===== src/rtl/lpbp_pkg.sv =====
// Package: shared types, codes and constants of the LRU page buffer pool.
package lpbp_pkg;
  localparam int DEF_SLOTS = 16;
  localparam int DEF_MAX_PINS = 255;
  localparam int FILE_W = 8;
  localparam int PAGE_W = 31;
  localparam int MODE_W = 3;
  localparam int STATUS_W = 3;

  typedef enum logic [MODE_W-1:0] {
    MODE_GET   = 3'd0,
    MODE_UNPIN = 3'd1,
    MODE_DIRTY = 3'd2,
    MODE_FORCE = 3'd3,
    MODE_FLUSH = 3'd4
  } mode_t;

  typedef enum logic [STATUS_W-1:0] {
    ST_OK        = 3'd0,
    ST_NO_VICTIM = 3'd1,
    ST_ABSENT    = 3'd2,
    ST_UNPINNED  = 3'd3,
    ST_PIN_LIMIT = 3'd4
  } status_t;

  typedef enum logic [3:0] {
    S_IDLE,
    S_LOOKUP,
    S_DECIDE,
    S_WALK_VIC,
    S_WALK_FL,
    S_FL_STEP,
    S_OUT
  } fsm_t;
endpackage


===== src/rtl/lpbp_cell.sv =====
// One slot cell: holds tag, flags and pin count, and compares its tag.
module lpbp_cell import lpbp_pkg::*; #(
  parameter int PIN_W = 8
) (
  input  logic              clk,
  input  logic              rst_n,
  input  logic              wr_tag,
  input  logic [FILE_W-1:0] new_file,
  input  logic [PAGE_W-1:0] new_page,
  input  logic              set_use,
  input  logic              clr_use,
  input  logic              set_dirty,
  input  logic              clr_dirty,
  input  logic              pin_load,
  input  logic [PIN_W-1:0]  pin_val,
  input  logic [FILE_W-1:0] key_file,
  input  logic [PAGE_W-1:0] key_page,
  output logic              match,
  output logic              in_use,
  output logic              dirty,
  output logic [PIN_W-1:0]  pins,
  output logic [FILE_W-1:0] file_q,
  output logic [PAGE_W-1:0] page_q
);
  logic              use_r, dirty_r;
  logic [PIN_W-1:0]  pins_r;
  logic [FILE_W-1:0] file_r;
  logic [PAGE_W-1:0] page_r;

  always_ff @(posedge clk) begin
    if (!rst_n) begin
      use_r   <= 1'b0;
      dirty_r <= 1'b0;
      pins_r  <= '0;
      file_r  <= '0;
      page_r  <= '0;
    end else begin
      if (wr_tag) begin
        file_r <= new_file;
        page_r <= new_page;
      end
      if (set_use) use_r <= 1'b1;
      else if (clr_use) use_r <= 1'b0;
      if (set_dirty) dirty_r <= 1'b1;
      else if (clr_dirty) dirty_r <= 1'b0;
      if (pin_load) pins_r <= pin_val;
    end
  end

  assign match  = use_r && file_r == key_file && page_r == key_page;
  assign in_use = use_r;
  assign dirty  = dirty_r;
  assign pins   = pins_r;
  assign file_q = file_r;
  assign page_q = page_r;
endmodule


===== src/rtl/lru_page_buffer_pool.sv =====
// LRU page buffer pool: one item at a time. A hit, unpin, dirty, force or a miss
// that takes a free slot passes through S_LOOKUP and S_DECIDE. A miss that has to
// walk for a victim visits recency entries from the tail, at most SLOTS of them, in
// S_WALK_VIC. A flush visits recency entries from the head, at most SLOTS of them,
// in S_WALK_FL; its write-back beats go out during the walk. A result beat held by
// out_tready stalls the item. The walk of the recency list, one link per cycle
// while no result beat is held back by out_tready, sets the length of a miss or
// flush. Each slot is a cell with its own tag compare; links are registers.
module lru_page_buffer_pool import lpbp_pkg::*; #(
  parameter int SLOTS    = DEF_SLOTS,
  parameter int MAX_PINS = DEF_MAX_PINS
) (
  input  logic        clk,
  input  logic        rst_n,
  input  logic        in_tvalid,
  output logic        in_tready,
  input  logic [47:0] in_tdata,  // mode[2:0], file_id[10:3], page_number[41:11]
  output logic        out_tvalid,
  input  logic        out_tready,
  output logic [55:0] out_tdata, // status, slot_index, hit, load_request,
                                 // writeback_valid, writeback_file, writeback_page
  output logic        out_tlast
);
  localparam int SW = $clog2(SLOTS);
  localparam int LW = $clog2(SLOTS + 1);
  localparam int PIN_W = $clog2(MAX_PINS + 1);
  localparam logic [LW-1:0] NIL = LW'(SLOTS);
  localparam logic [PIN_W-1:0] PMAX = PIN_W'(MAX_PINS);

  fsm_t state_r, state_nxt;
  logic [MODE_W-1:0] mode_r;
  logic [FILE_W-1:0] file_r;
  logic [PAGE_W-1:0] page_r;
  logic [LW-1:0] prev_r [SLOTS];
  logic [LW-1:0] next_r [SLOTS];
  logic [LW-1:0] free_r, head_r, tail_r;
  logic [LW-1:0] cur_r;
  logic [LW-1:0] steps_r;
  logic          found_r, wrote_r;
  logic [SW-1:0] fslot_r;

  // output register
  logic        ov_r, olast_r;
  logic [STATUS_W-1:0] ost_r;
  logic [3:0]  oslot_r;
  logic        ohit_r, oload_r, owbv_r;
  logic [FILE_W-1:0] owbf_r;
  logic [PAGE_W-1:0] owbp_r;

  logic              c_match [SLOTS];
  logic              c_use [SLOTS];
  logic              c_dirty [SLOTS];
  logic [PIN_W-1:0]  c_pins [SLOTS];
  logic [FILE_W-1:0] c_file [SLOTS];
  logic [PAGE_W-1:0] c_page [SLOTS];
  logic              c_wr [SLOTS], c_suse [SLOTS], c_cuse [SLOTS];
  logic              c_sd [SLOTS], c_cd [SLOTS], c_pl [SLOTS];
  logic [PIN_W-1:0]  c_pv [SLOTS];

  for (genvar g = 0; g < SLOTS; g++) begin : g_cell
    lpbp_cell #(.PIN_W(PIN_W)) u_cell (
      .clk, .rst_n,
      .wr_tag(c_wr[g]), .new_file(file_r), .new_page(page_r),
      .set_use(c_suse[g]), .clr_use(c_cuse[g]),
      .set_dirty(c_sd[g]), .clr_dirty(c_cd[g]),
      .pin_load(c_pl[g]), .pin_val(c_pv[g]),
      .key_file(file_r), .key_page(page_r),
      .match(c_match[g]), .in_use(c_use[g]), .dirty(c_dirty[g]),
      .pins(c_pins[g]), .file_q(c_file[g]), .page_q(c_page[g])
    );
  end

  // match encoder (tags are unique among used slots)
  logic          hit_c;
  logic [SW-1:0] hslot_c;
  always_comb begin
    hit_c = 1'b0;
    hslot_c = '0;
    for (int i = 0; i < SLOTS; i++) begin
      if (c_match[i]) begin
        hit_c = 1'b1;
        hslot_c = SW'(i);
      end
    end
  end

  logic out_free;
  assign out_free = !ov_r || out_tready;
  assign in_tready = state_r == S_IDLE;

  logic [SW-1:0] cur_s;
  assign cur_s = cur_r[SW-1:0];

  // list operations, applied in one clocked block via op codes
  logic          do_unlink, do_push, do_free;
  logic [SW-1:0] op_s;
  logic          emit, e_last;
  logic [STATUS_W-1:0] e_st;
  logic [3:0]    e_slot;
  logic          e_hit, e_load, e_wbv;
  logic [FILE_W-1:0] e_wbf;
  logic [PAGE_W-1:0] e_wbp;
  logic          take_free, cur_adv_prev, cur_adv_next, cur_load_head, cur_load_tail;

  always_comb begin
    state_nxt = state_r;
    do_unlink = 1'b0; do_push = 1'b0; do_free = 1'b0; op_s = '0;
    emit = 1'b0; e_last = 1'b1; e_st = ST_OK; e_slot = '0; e_hit = 1'b0;
    e_load = 1'b0; e_wbv = 1'b0; e_wbf = '0; e_wbp = '0;
    take_free = 1'b0; cur_adv_prev = 1'b0; cur_adv_next = 1'b0;
    cur_load_head = 1'b0; cur_load_tail = 1'b0;
    for (int i = 0; i < SLOTS; i++) begin
      c_wr[i] = 1'b0; c_suse[i] = 1'b0; c_cuse[i] = 1'b0;
      c_sd[i] = 1'b0; c_cd[i] = 1'b0; c_pl[i] = 1'b0; c_pv[i] = '0;
    end
    unique case (state_r)
      S_IDLE: if (in_tvalid) state_nxt = S_LOOKUP;
      S_LOOKUP: begin
        state_nxt = S_DECIDE;
        if (mode_r == MODE_GET && !hit_c) begin
          if (free_r == NIL) begin
            cur_load_tail = 1'b1;
            state_nxt = S_WALK_VIC;
          end
        end else if (mode_r == MODE_FLUSH) begin
          cur_load_head = 1'b1;
          state_nxt = S_WALK_FL;
        end
      end
      S_DECIDE: if (out_free) begin
        emit = 1'b1;
        state_nxt = S_IDLE;
        unique case (mode_r)
          MODE_GET: begin
            if (hit_c) begin
              e_hit = 1'b1; e_slot = 4'(hslot_c);
              if (c_pins[hslot_c] >= PMAX) e_st = ST_PIN_LIMIT;
              else begin
                c_pl[hslot_c] = 1'b1; c_pv[hslot_c] = c_pins[hslot_c] + 1'b1;
                do_unlink = 1'b1; do_push = 1'b1; op_s = hslot_c;
              end
            end else begin
              // free slot taken (victim path uses S_WALK_VIC instead)
              op_s = free_r[SW-1:0];
              take_free = 1'b1; do_push = 1'b1;
              c_wr[op_s] = 1'b1; c_suse[op_s] = 1'b1; c_cd[op_s] = 1'b1;
              c_pl[op_s] = 1'b1; c_pv[op_s] = PIN_W'(1);
              e_slot = 4'(op_s); e_load = 1'b1;
            end
          end
          MODE_UNPIN, MODE_DIRTY: begin
            if (!hit_c) e_st = ST_ABSENT;
            else if (c_pins[hslot_c] == '0) e_st = ST_UNPINNED;
            else begin
              e_slot = 4'(hslot_c); op_s = hslot_c;
              if (mode_r == MODE_UNPIN) begin
                c_pl[hslot_c] = 1'b1; c_pv[hslot_c] = c_pins[hslot_c] - 1'b1;
                if (c_pins[hslot_c] == PIN_W'(1)) begin
                  do_unlink = 1'b1; do_push = 1'b1;
                end
              end else begin
                c_sd[hslot_c] = 1'b1; do_unlink = 1'b1; do_push = 1'b1;
              end
            end
          end
          MODE_FORCE: begin
            if (hit_c) begin
              e_slot = 4'(hslot_c);
              if (c_dirty[hslot_c]) begin
                c_cd[hslot_c] = 1'b1;
                e_wbv = 1'b1; e_wbf = file_r; e_wbp = page_r;
              end
            end
          end
          default: ;
        endcase
      end
      S_WALK_VIC: begin
        if (cur_r == NIL || steps_r >= LW'(SLOTS)) begin
          if (out_free) begin
            emit = 1'b1; e_st = ST_NO_VICTIM; state_nxt = S_IDLE;
          end
        end else if (c_pins[cur_s] != '0) begin
          cur_adv_prev = 1'b1;
        end else if (out_free) begin
          emit = 1'b1; state_nxt = S_IDLE;
          op_s = cur_s; do_unlink = 1'b1; do_push = 1'b1;
          e_wbv = c_dirty[cur_s];
          e_wbf = c_dirty[cur_s] ? c_file[cur_s] : '0;
          e_wbp = c_dirty[cur_s] ? c_page[cur_s] : '0;
          c_wr[cur_s] = 1'b1; c_suse[cur_s] = 1'b1; c_cd[cur_s] = 1'b1;
          c_pl[cur_s] = 1'b1; c_pv[cur_s] = PIN_W'(1);
          e_slot = 4'(cur_s); e_load = 1'b1;
        end
      end
      S_WALK_FL: begin
        if (cur_r == NIL || steps_r >= LW'(SLOTS)) begin
          if (!wrote_r) begin
            if (out_free) begin
              emit = 1'b1; state_nxt = S_IDLE;
            end
          end else if (out_free) begin
            emit = 1'b1; state_nxt = S_IDLE;
            e_slot = 4'(fslot_r); e_wbv = 1'b1;
            e_wbf = file_r; e_wbp = c_page[fslot_r];
          end
        end else if (c_file[cur_s] == file_r && c_pins[cur_s] == '0) begin
          // a dirty page is held back one beat so the last one carries tlast
          if (!c_dirty[cur_s] || !found_r || out_free) begin
            if (c_dirty[cur_s] && found_r) begin
              emit = 1'b1; e_last = 1'b0;
              e_slot = 4'(fslot_r); e_wbv = 1'b1;
              e_wbf = file_r; e_wbp = c_page[fslot_r];
            end
            c_cd[cur_s] = 1'b1; c_cuse[cur_s] = 1'b1;
            op_s = cur_s; do_unlink = 1'b1; do_free = 1'b1;
            cur_adv_next = 1'b1;
          end
        end else begin
          cur_adv_next = 1'b1;
        end
      end
      default: state_nxt = S_IDLE;
    endcase
  end

  // pending dirty flush page: page kept in cell, tag left in place on free
  logic fl_dirty_hit;
  assign fl_dirty_hit = state_r == S_WALK_FL && cur_r != NIL && steps_r < LW'(SLOTS)
    && c_file[cur_s] == file_r && c_pins[cur_s] == '0 && c_dirty[cur_s] && cur_adv_next;

  always_ff @(posedge clk) begin
    if (!rst_n) begin
      state_r <= S_IDLE;
      free_r  <= '0;
      head_r  <= NIL;
      tail_r  <= NIL;
      for (int i = 0; i < SLOTS; i++) begin
        prev_r[i] <= NIL;
        next_r[i] <= LW'(i + 1);
      end
      cur_r <= NIL; steps_r <= '0; found_r <= 1'b0; wrote_r <= 1'b0; fslot_r <= '0;
      ov_r <= 1'b0; olast_r <= 1'b0;
    end else begin
      logic [LW-1:0] h, t, pp, nn;
      h = head_r; t = tail_r;
      state_r <= state_nxt;
      if (state_r == S_IDLE && in_tvalid) begin
        mode_r <= in_tdata[2:0];
        file_r <= in_tdata[10:3];
        page_r <= in_tdata[41:11];
        steps_r <= '0; found_r <= 1'b0; wrote_r <= 1'b0;
      end
      if (cur_load_head) cur_r <= head_r;
      if (cur_load_tail) cur_r <= tail_r;
      if (cur_adv_prev) begin
        cur_r <= prev_r[cur_s]; steps_r <= steps_r + 1'b1;
      end
      if (cur_adv_next) begin
        cur_r <= next_r[cur_s]; steps_r <= steps_r + 1'b1;
      end
      if (fl_dirty_hit) begin
        found_r <= 1'b1; wrote_r <= 1'b1; fslot_r <= cur_s;
      end
      if (take_free) free_r <= next_r[op_s];
      if (do_unlink) begin
        pp = prev_r[op_s]; nn = next_r[op_s];
        if (h == LW'(op_s)) h = nn;
        if (t == LW'(op_s)) t = pp;
        // a head moved to the front again gets its successor relinked by the push
        if (nn != NIL && !(do_push && head_r == LW'(op_s))) prev_r[nn[SW-1:0]] <= pp;
        if (pp != NIL) next_r[pp[SW-1:0]] <= nn;
      end
      if (do_push) begin
        next_r[op_s] <= h;
        prev_r[op_s] <= NIL;
        if (h != NIL) prev_r[h[SW-1:0]] <= LW'(op_s);
        h = LW'(op_s);
        if (t == NIL) t = LW'(op_s);
      end
      if (do_free) begin
        next_r[op_s] <= free_r;
        prev_r[op_s] <= NIL;
        free_r <= LW'(op_s);
      end
      head_r <= h; tail_r <= t;
      if (emit) begin
        ov_r <= 1'b1; olast_r <= e_last; ost_r <= e_st; oslot_r <= e_slot;
        ohit_r <= e_hit; oload_r <= e_load; owbv_r <= e_wbv;
        owbf_r <= e_wbf; owbp_r <= e_wbp;
      end else if (out_tready) begin
        ov_r <= 1'b0;
      end
    end
  end

  assign out_tvalid = ov_r;
  assign out_tlast  = olast_r;
  assign out_tdata  = {6'd0, owbp_r, owbf_r, owbv_r, oload_r, ohit_r, oslot_r, ost_r};

  a_idle_ready: assert property (@(posedge clk) disable iff (!rst_n)
    in_tready |-> state_r == S_IDLE) else $error("ready outside idle");
  a_emit_room: assert property (@(posedge clk) disable iff (!rst_n)
    emit |-> out_free) else $error("beat overwritten");
  a_head_prev: assert property (@(posedge clk) disable iff (!rst_n)
    (state_r == S_IDLE && head_r != NIL) |-> prev_r[head_r[SW-1:0]] == NIL)
    else $error("head has a predecessor");
  a_free_unused: assert property (@(posedge clk) disable iff (!rst_n)
    (state_r == S_IDLE && free_r != NIL) |-> !c_use[free_r[SW-1:0]])
    else $error("free list head is in use");
endmodule

===== config.mk =====
export PLATFORM = sky130hd
export DESIGN_NAME = lru_page_buffer_pool
export DESIGN_NICKNAME = d
export VERILOG_FILES = /design/src/rtl/lpbp_pkg.sv /design/src/rtl/lpbp_cell.sv /design/src/rtl/lru_page_buffer_pool.sv
export SDC_FILE = /design/constraint.sdc
export NUM_CORES = 2
export LEC_CHECK = 0
export ABC_AREA = 1
export BUFFER_PORTS_ARGS = -buffer_cell sky130_fd_sc_hd__buf_2
export CAP_MARGIN = 0
export CELL_PAD_IN_SITES_DETAIL_PLACEMENT = 0
export CELL_PAD_IN_SITES_GLOBAL_PLACEMENT = 2
export CORE_MARGIN = 1
export CORE_UTILIZATION = 40
export CTS_CLUSTER_SIZE = 10
export DETAILED_ROUTE_END_ITERATION = 8
export MAX_ROUTING_LAYER = met4
export PLACE_DENSITY_LB_ADDON = 0.1
export SLEW_MARGIN = 10
export SYNTH_ARGS = -nofsm -noshare
export SYNTH_HDL_FRONTEND = slang
export SYNTH_SLANG_ARGS = --single-unit
export TNS_END_PERCENT = 5

===== constraint.sdc =====
create_clock -name clk -period 15.58 [get_ports clk]
set_clock_uncertainty 0.2 [all_clocks]
set_input_delay 1.558 -clock clk [delete_from_list [all_inputs] [get_ports clk]]
set_output_delay 1.558 -clock clk [all_outputs]
set_load 0.1 [all_outputs]

# Word-level counts from Yosys, hierarchy flattened
# Memory sizes are Yosys's and may differ from the RTL's. A register that Yosys moved wholly into a read port is not among the register bits.
# Cells that the tools add are included.
# Widths: inputs -> output; s select.
# totals
output_inout_bits	59
ramBits	160
reg_bits	911
n_memories	2
inputBits	52
# mem_list
memory	words	word_bits	rd	rd_ports_with_merged_regs	wr	line_no	source
next_r	16	5	2	1	16	lru_page_buffer_pool.sv:35	logic [LW-1:0] next_r [SLOTS];
prev_r	16	5	2	1	16	lru_page_buffer_pool.sv:34	logic [LW-1:0] prev_r [SLOTS];
# classes
n_eq_ne	54
order_cmp	10
n_bitwise	9
n_reduce_logical	109
add_sub_neg	3
muxes	362
# op_table
cell	count
$mux 128	6
$mux 31	18
$pmux 128 s2	2
$eq 31x31->1	16
$mux 16	25
$mux 121	3
$and 128x128->128	2
$bmux 31 s4	2
$mux 4	51
$mux 8	23
$mux 1	171
$eq 8x8->1	17
$pmux 16 s2	4
$mux 5	23
$bmux 8 s4	3
$demux 8 s4	3
$pmux 31 s3	1
$reduce_bool 2->1	35
$pmux 16 s3	1
$logic_and 1x1->1	47
$pmux 4 s3	3
$ge 5x5->1 const B	5
$reduce_or 5->1	5
$pmux 8 s3	1
other kinds (41)	80

# Depth between registers and ports, before layout
# logic_depth
depth_word	39
mapped_depth	59
depth_no_buf	54

# By module
# From an unflattened synthesis, not the netlist that was laid out.
# hier_totals
cells_unflattened	10835
hier_area_um2	69205.1
# by_module_without_submodules
module	cells_each	area_per_inst_um2	instances
lpbp_cell	361	2348.5	16
lru_page_buffer_pool	5059	31629.1	1

# Worst setup path before layout
# OpenSTA, ideal clock, no wires.
# synth_path
path_kind	reg-to-reg
startpoint	register page_r[16]
endpoint	memory next_r[10][0] in the netlist's numbering (enable)
setup_slack_ps	9261
setup_time_ps	374
stages_incl_launch_ff	44
arrival_ps	5745
n_path_buf	8
synth_period_minus_slack_ps	6319
path_cell_list	edfxtp_1 -> buf_2 -> buf_2 -> xor2_1 -> nor4_1 -> nand2_1 -> nor2_1 -> inv_1 -> nand2_1 -> nand2_1 -> nand2_1 -> nand2_1 -> nand2_2 -> nand2_4 -> nand2_2 -> nand2_2 -> buf_4 -> buf_6 -> [8 not listed] -> nand2_2 -> nor2_2 -> nand4_2 -> nand2_1 -> nand2_2 -> nand2_2 -> nand2_4 -> buf_2 -> buf_2 -> nand3_1 -> nand2_1 -> nor2_1 -> nor2_1 -> nor2_1 -> nand2_1 -> buf_4 -> nand3_2 -> o21ai_0
# synth_lines
item	line_no	source
start: declaration	lru_page_buffer_pool.sv:33	logic [PAGE_W-1:0] page_r;
start signal: assignment	lru_page_buffer_pool.sv:251	page_r <= in_tdata[41:11];
end: declaration	lru_page_buffer_pool.sv:35	

==> key figures <==
Status
  • Run status: completed

Clocking
  • Clock tree from TritonCTS: built
  • Maximum level of the CTS H-tree: 4
  • Clock tree root buffer cell: clkbuf_16
  • CTS max path bufs: 3
  • Setup bufs post-CTS: 0
  • Count of hold buffers inserted by post-cts repair: 0
  • Clock buffers created by TritonCTS: between 100 and 150
  • CTS clk-pin slew, worst paths: 0.05 ns
  • CTS resizes: 0
  • Worst-Skew Late Latency: ~0.84 ns
  • Clock tree sinks: 1,074

Die
  • Die Outline Area: roughly 160,000 sq um
  • Die extent in x: 405 microns
  • Die outline height: roughly 410 microns
  • Area of the core: around 160,000 sq um
  • Starting utilization of the core area: about two fifths
  • Placement Rows: about 150
  • Number of top-level pins: 111

Finish
  • Number of nets in the finished design: 9,154
  • Layout Area Growth over Synthesis: 9.08%
  • Post-layout utilization of the core: 44.1%
  • Final Cell Area: 70,900 sq um
  • Share of cells above drive strength 1: 7.36%

Setup path
  • Kind of critical path: reg -> reg
  • Element type at the critical path start: register
  • Critical Path Sink Type: register
  • Cell mode on critical path: nand2_1
  • Worst EP arrival: 13.94 ns
  • Largest fanout on the critical path: 29
  • Slowest cell on the critical path: edfxtp_1
  • Maximum single-stage delay on the critical path: 0.96 ns
  • Required time reported for the critical path endpoint: 15.81 ns

Detailed routing
  • DRT Wirelength: 370,000 microns
  • Number of design rule violations left after detail routing: 0
  • Number of nets still failing antenna checks after routing: 0
  • DR iter-0 viols: 12,100
  • Via count: 74,000
  • Drt wl/cell: ~33 microns
  • Number of iterations in the first detailed-routing pass: 7
  • Vias per cell: between 6 and 7

Power
  • Combinational cell fraction of total power: 11.0%
  • Clock share of power: 46.9%
  • Flop pwr share: 42.1%
  • P_sw: 0.00206 W
  • Total power: 0.00691 W
  • Switching share of total power: 29.8%
  • Leakage power summed over all cells: 25.4 nW
  • Pwr/cell area: 97.4 nW/um^2
  • Worst IR drop on VDD: 127 uV
  • Internal portion of total power: 0.00485 W

Global routing
  • Via count of the first global-routing pass: 66,500
  • Grt total ovfl: 0
  • First-pass GRT wire length: 511,000 microns
  • Number of antenna violations at the first check in global routing: 17
  • Maximum number of pins on one net before global-route repair: around 170
  • GRT Overall Usage: 45.0%

Yosys
  • Mapped Cells: ~9,400
  • Average footprint of a synthesized cell: approximately 7 sq um
  • Most frequently used flop master after synthesis: dfxtp_1
  • Count of warnings emitted by yosys: 0
  • Cell with the most instances after synthesis: nand2_1
  • Syn Std Cell Area: 65,000 sq um
  • Area share of the largest cell type after synthesis: 25.8%
  • Library cell occupying the most area in the post-synthesis netlist: dfxtp_1
  • Cell types with the highest counts after synthesis: nand2_1 (1,382), o21ai_0 (1,230), a21oi_1 (1,112), inv_1 (905), dfxtp_1 (839)
  • Cell types with the largest area share after synthesis: dfxtp_1 (26%), edfxtp_1 (11%), o21ai_0 (9.5%)
  • Number of distinct library cells after synthesis: 66
  • Fraction of the yosys area taken by sequential cells: 36.7%
  • Number of storage elements in the synthesis netlist: 1,074
  • Fraction of synthesis flops using an asynchronous set or reset pin: 0%
  • Count of flip-flops with a built-in enable after synthesis: 235

STA
  • Number of pins with negative max-slew slack in the final report: 0
  • Highest clock rate: 73.0 MHz
  • Crit path setup slack, layout: 1.87 ns
  • Final period utilization: 88.0%
  • RSZ-0062 raised after global routing: no
  • Final critical delay including setup and external delays: roughly 14 ns
  • Final-report hold violation count: 0
  • Slew @ Worst Pin: 1.40 ns
  • Max transition margin: 6.52%
  • Total setup violations reported at the end of the flow: 0
  • Summed negative setup slack over all endpoints: 0 ns

Run
  • Maximum Capacitance Violations: 0

Placement
  • Post-DP Area: between 60,000 and 70,000 sq um
  • Count of input and output buffers: between 90 and 100
  • Worst setup slack after placement: 2.60 ns
  • Gp weighted congestion: approximately 1.1
  • Half-perimeter wire length of the detailed placement result: 259,000 microns

Hold path
  • Worst min-delay path class: reg -> reg
area by class of cell:
cell class              count  area (sq um)
diodes                      9          22.5
clock buffers             220          4050
clock inverters            33           339
fillers                 16900         90000
inverters                 991          3750
multi-input cells        6598         34200
flip-flops and latches   1074         23900
well taps                2160          2700
repair buffers            293          2040
cells in the final DEF (no fill, tap or decap), drive strengths merged, types with 6 or more instances in the layout:
cell     count
a2111oi      7
a211oi      41
a21boi       7
a21oi     1115
a221oi      31
a22o        16
a22oi      171
a31oi       34
and3         6
buf        293
clkbuf     220
clkinv      48
conb         7
dfxtp      839
diode        9
edfxtp     235
inv        973
nand2     1410
nand3      430
nand3b      18
nand4      202
nor2       792
nor3        62
nor4        33
o2111ai     24
o211ai      31
o21ai     1315
o221ai     125
o22ai      437
o311ai      10
o31ai       17
o32ai        7
o41ai       18
or2         10
xnor2      105
xor2        81
path summary, 6_finish.rpt:
check                                                             from                                     end  slack, ns  depth (start not counted)
worst max-delay path                               file_r[1]$_DFFE_PP_                  next_r[6][3]$_DFFE_PP_       1.87                         45
worst min-delay path            g_cell[14].u_cell.pins[2]$_SDFFE_PN0P_  g_cell[14].u_cell.pins[2]$_SDFFE_PN0P_       0.26                          2
worst max register to register                     file_r[1]$_DFFE_PP_                  next_r[6][3]$_DFFE_PP_       1.87                         45
worst min register to register  g_cell[14].u_cell.pins[2]$_SDFFE_PN0P_  g_cell[14].u_cell.pins[2]$_SDFFE_PN0P_       0.26                          2
flip-flops by register name, indices dropped and copies added (netlist names), 16 cells and up, named ones only:
| signal | flops |
|---|---|
| g_cell.u_cell.page_q | 496 |
| g_cell.u_cell.file_q | 128 |
| g_cell.u_cell.pins | 128 |
| next_r | 80 |
| prev_r | 80 |
| owbp_r | 31 |
| page_r | 31 |
| g_cell.u_cell.dirty | 16 |
| g_cell.u_cell.in_use | 16 |
power by group through the flow:
stage | Combinational, W | Clock (W) | Sequential [W]
after floorplan | 0.000362 | 0 | 0.00301
after global placement | 0.000713 | 0 | 0.00297
after detailed placement | 0.000714 | 0 | 0.00297
after CTS | 0.000716 | 0.00325 | 0.00291
after global routing | 0.000757 | 0.00334 | 0.00291
final | 0.000760 | 0.00324 | 0.00291
critical path: cells and delay by family (launching register included):
kind / cells / cell delay, ns
adder cells (fa/ha/maj): 1 / 0.28
AND/OR/NAND/NOR: 35 / 7.84
AO/OA/AOI/OAI: 5 / 2.06
flip-flops: 1 / 0.96
buffers and inverters: 4 / 1.78
kinds of logic (layout without fill, tap and decap cells):
logic type | Yosys count | after routing | synth area share, %
buffers and inverters | 1763 | 1537 | 11.1
flip-flops | 1074 | 1074 | 36.7
AO/OA/AOI/OAI | 3425 | 3425 | 29.8
adder cells (fa/ha/maj) | 4 | 4 | 0.0770
other | 1 | 16 | 0.00577
AND/OR/NAND/NOR | 2976 | 2976 | 19.8
XOR/XNOR | 186 | 186 | 2.50
metal layers:
layer | GRT usage, % | routed length (microns) | part of all wire, %
met2 | 62.7 | 151000 | 41
met4 | 22.6 | 22000 | 5.9
met3 | 12.9 | 50400 | 14
met5 | - | 0 | 0
met1 | 58.7 | 147000 | 40
per-stage QoR:
stage	hold slack, ns	cells
after global routing	0.277	11400
after global placement	0.253	11100
after CTS	0.265	11400
final	0.264	11400
after detailed placement	0.257	11100
after floorplan	0.240	9435
(Power assumes the default switching activity.)
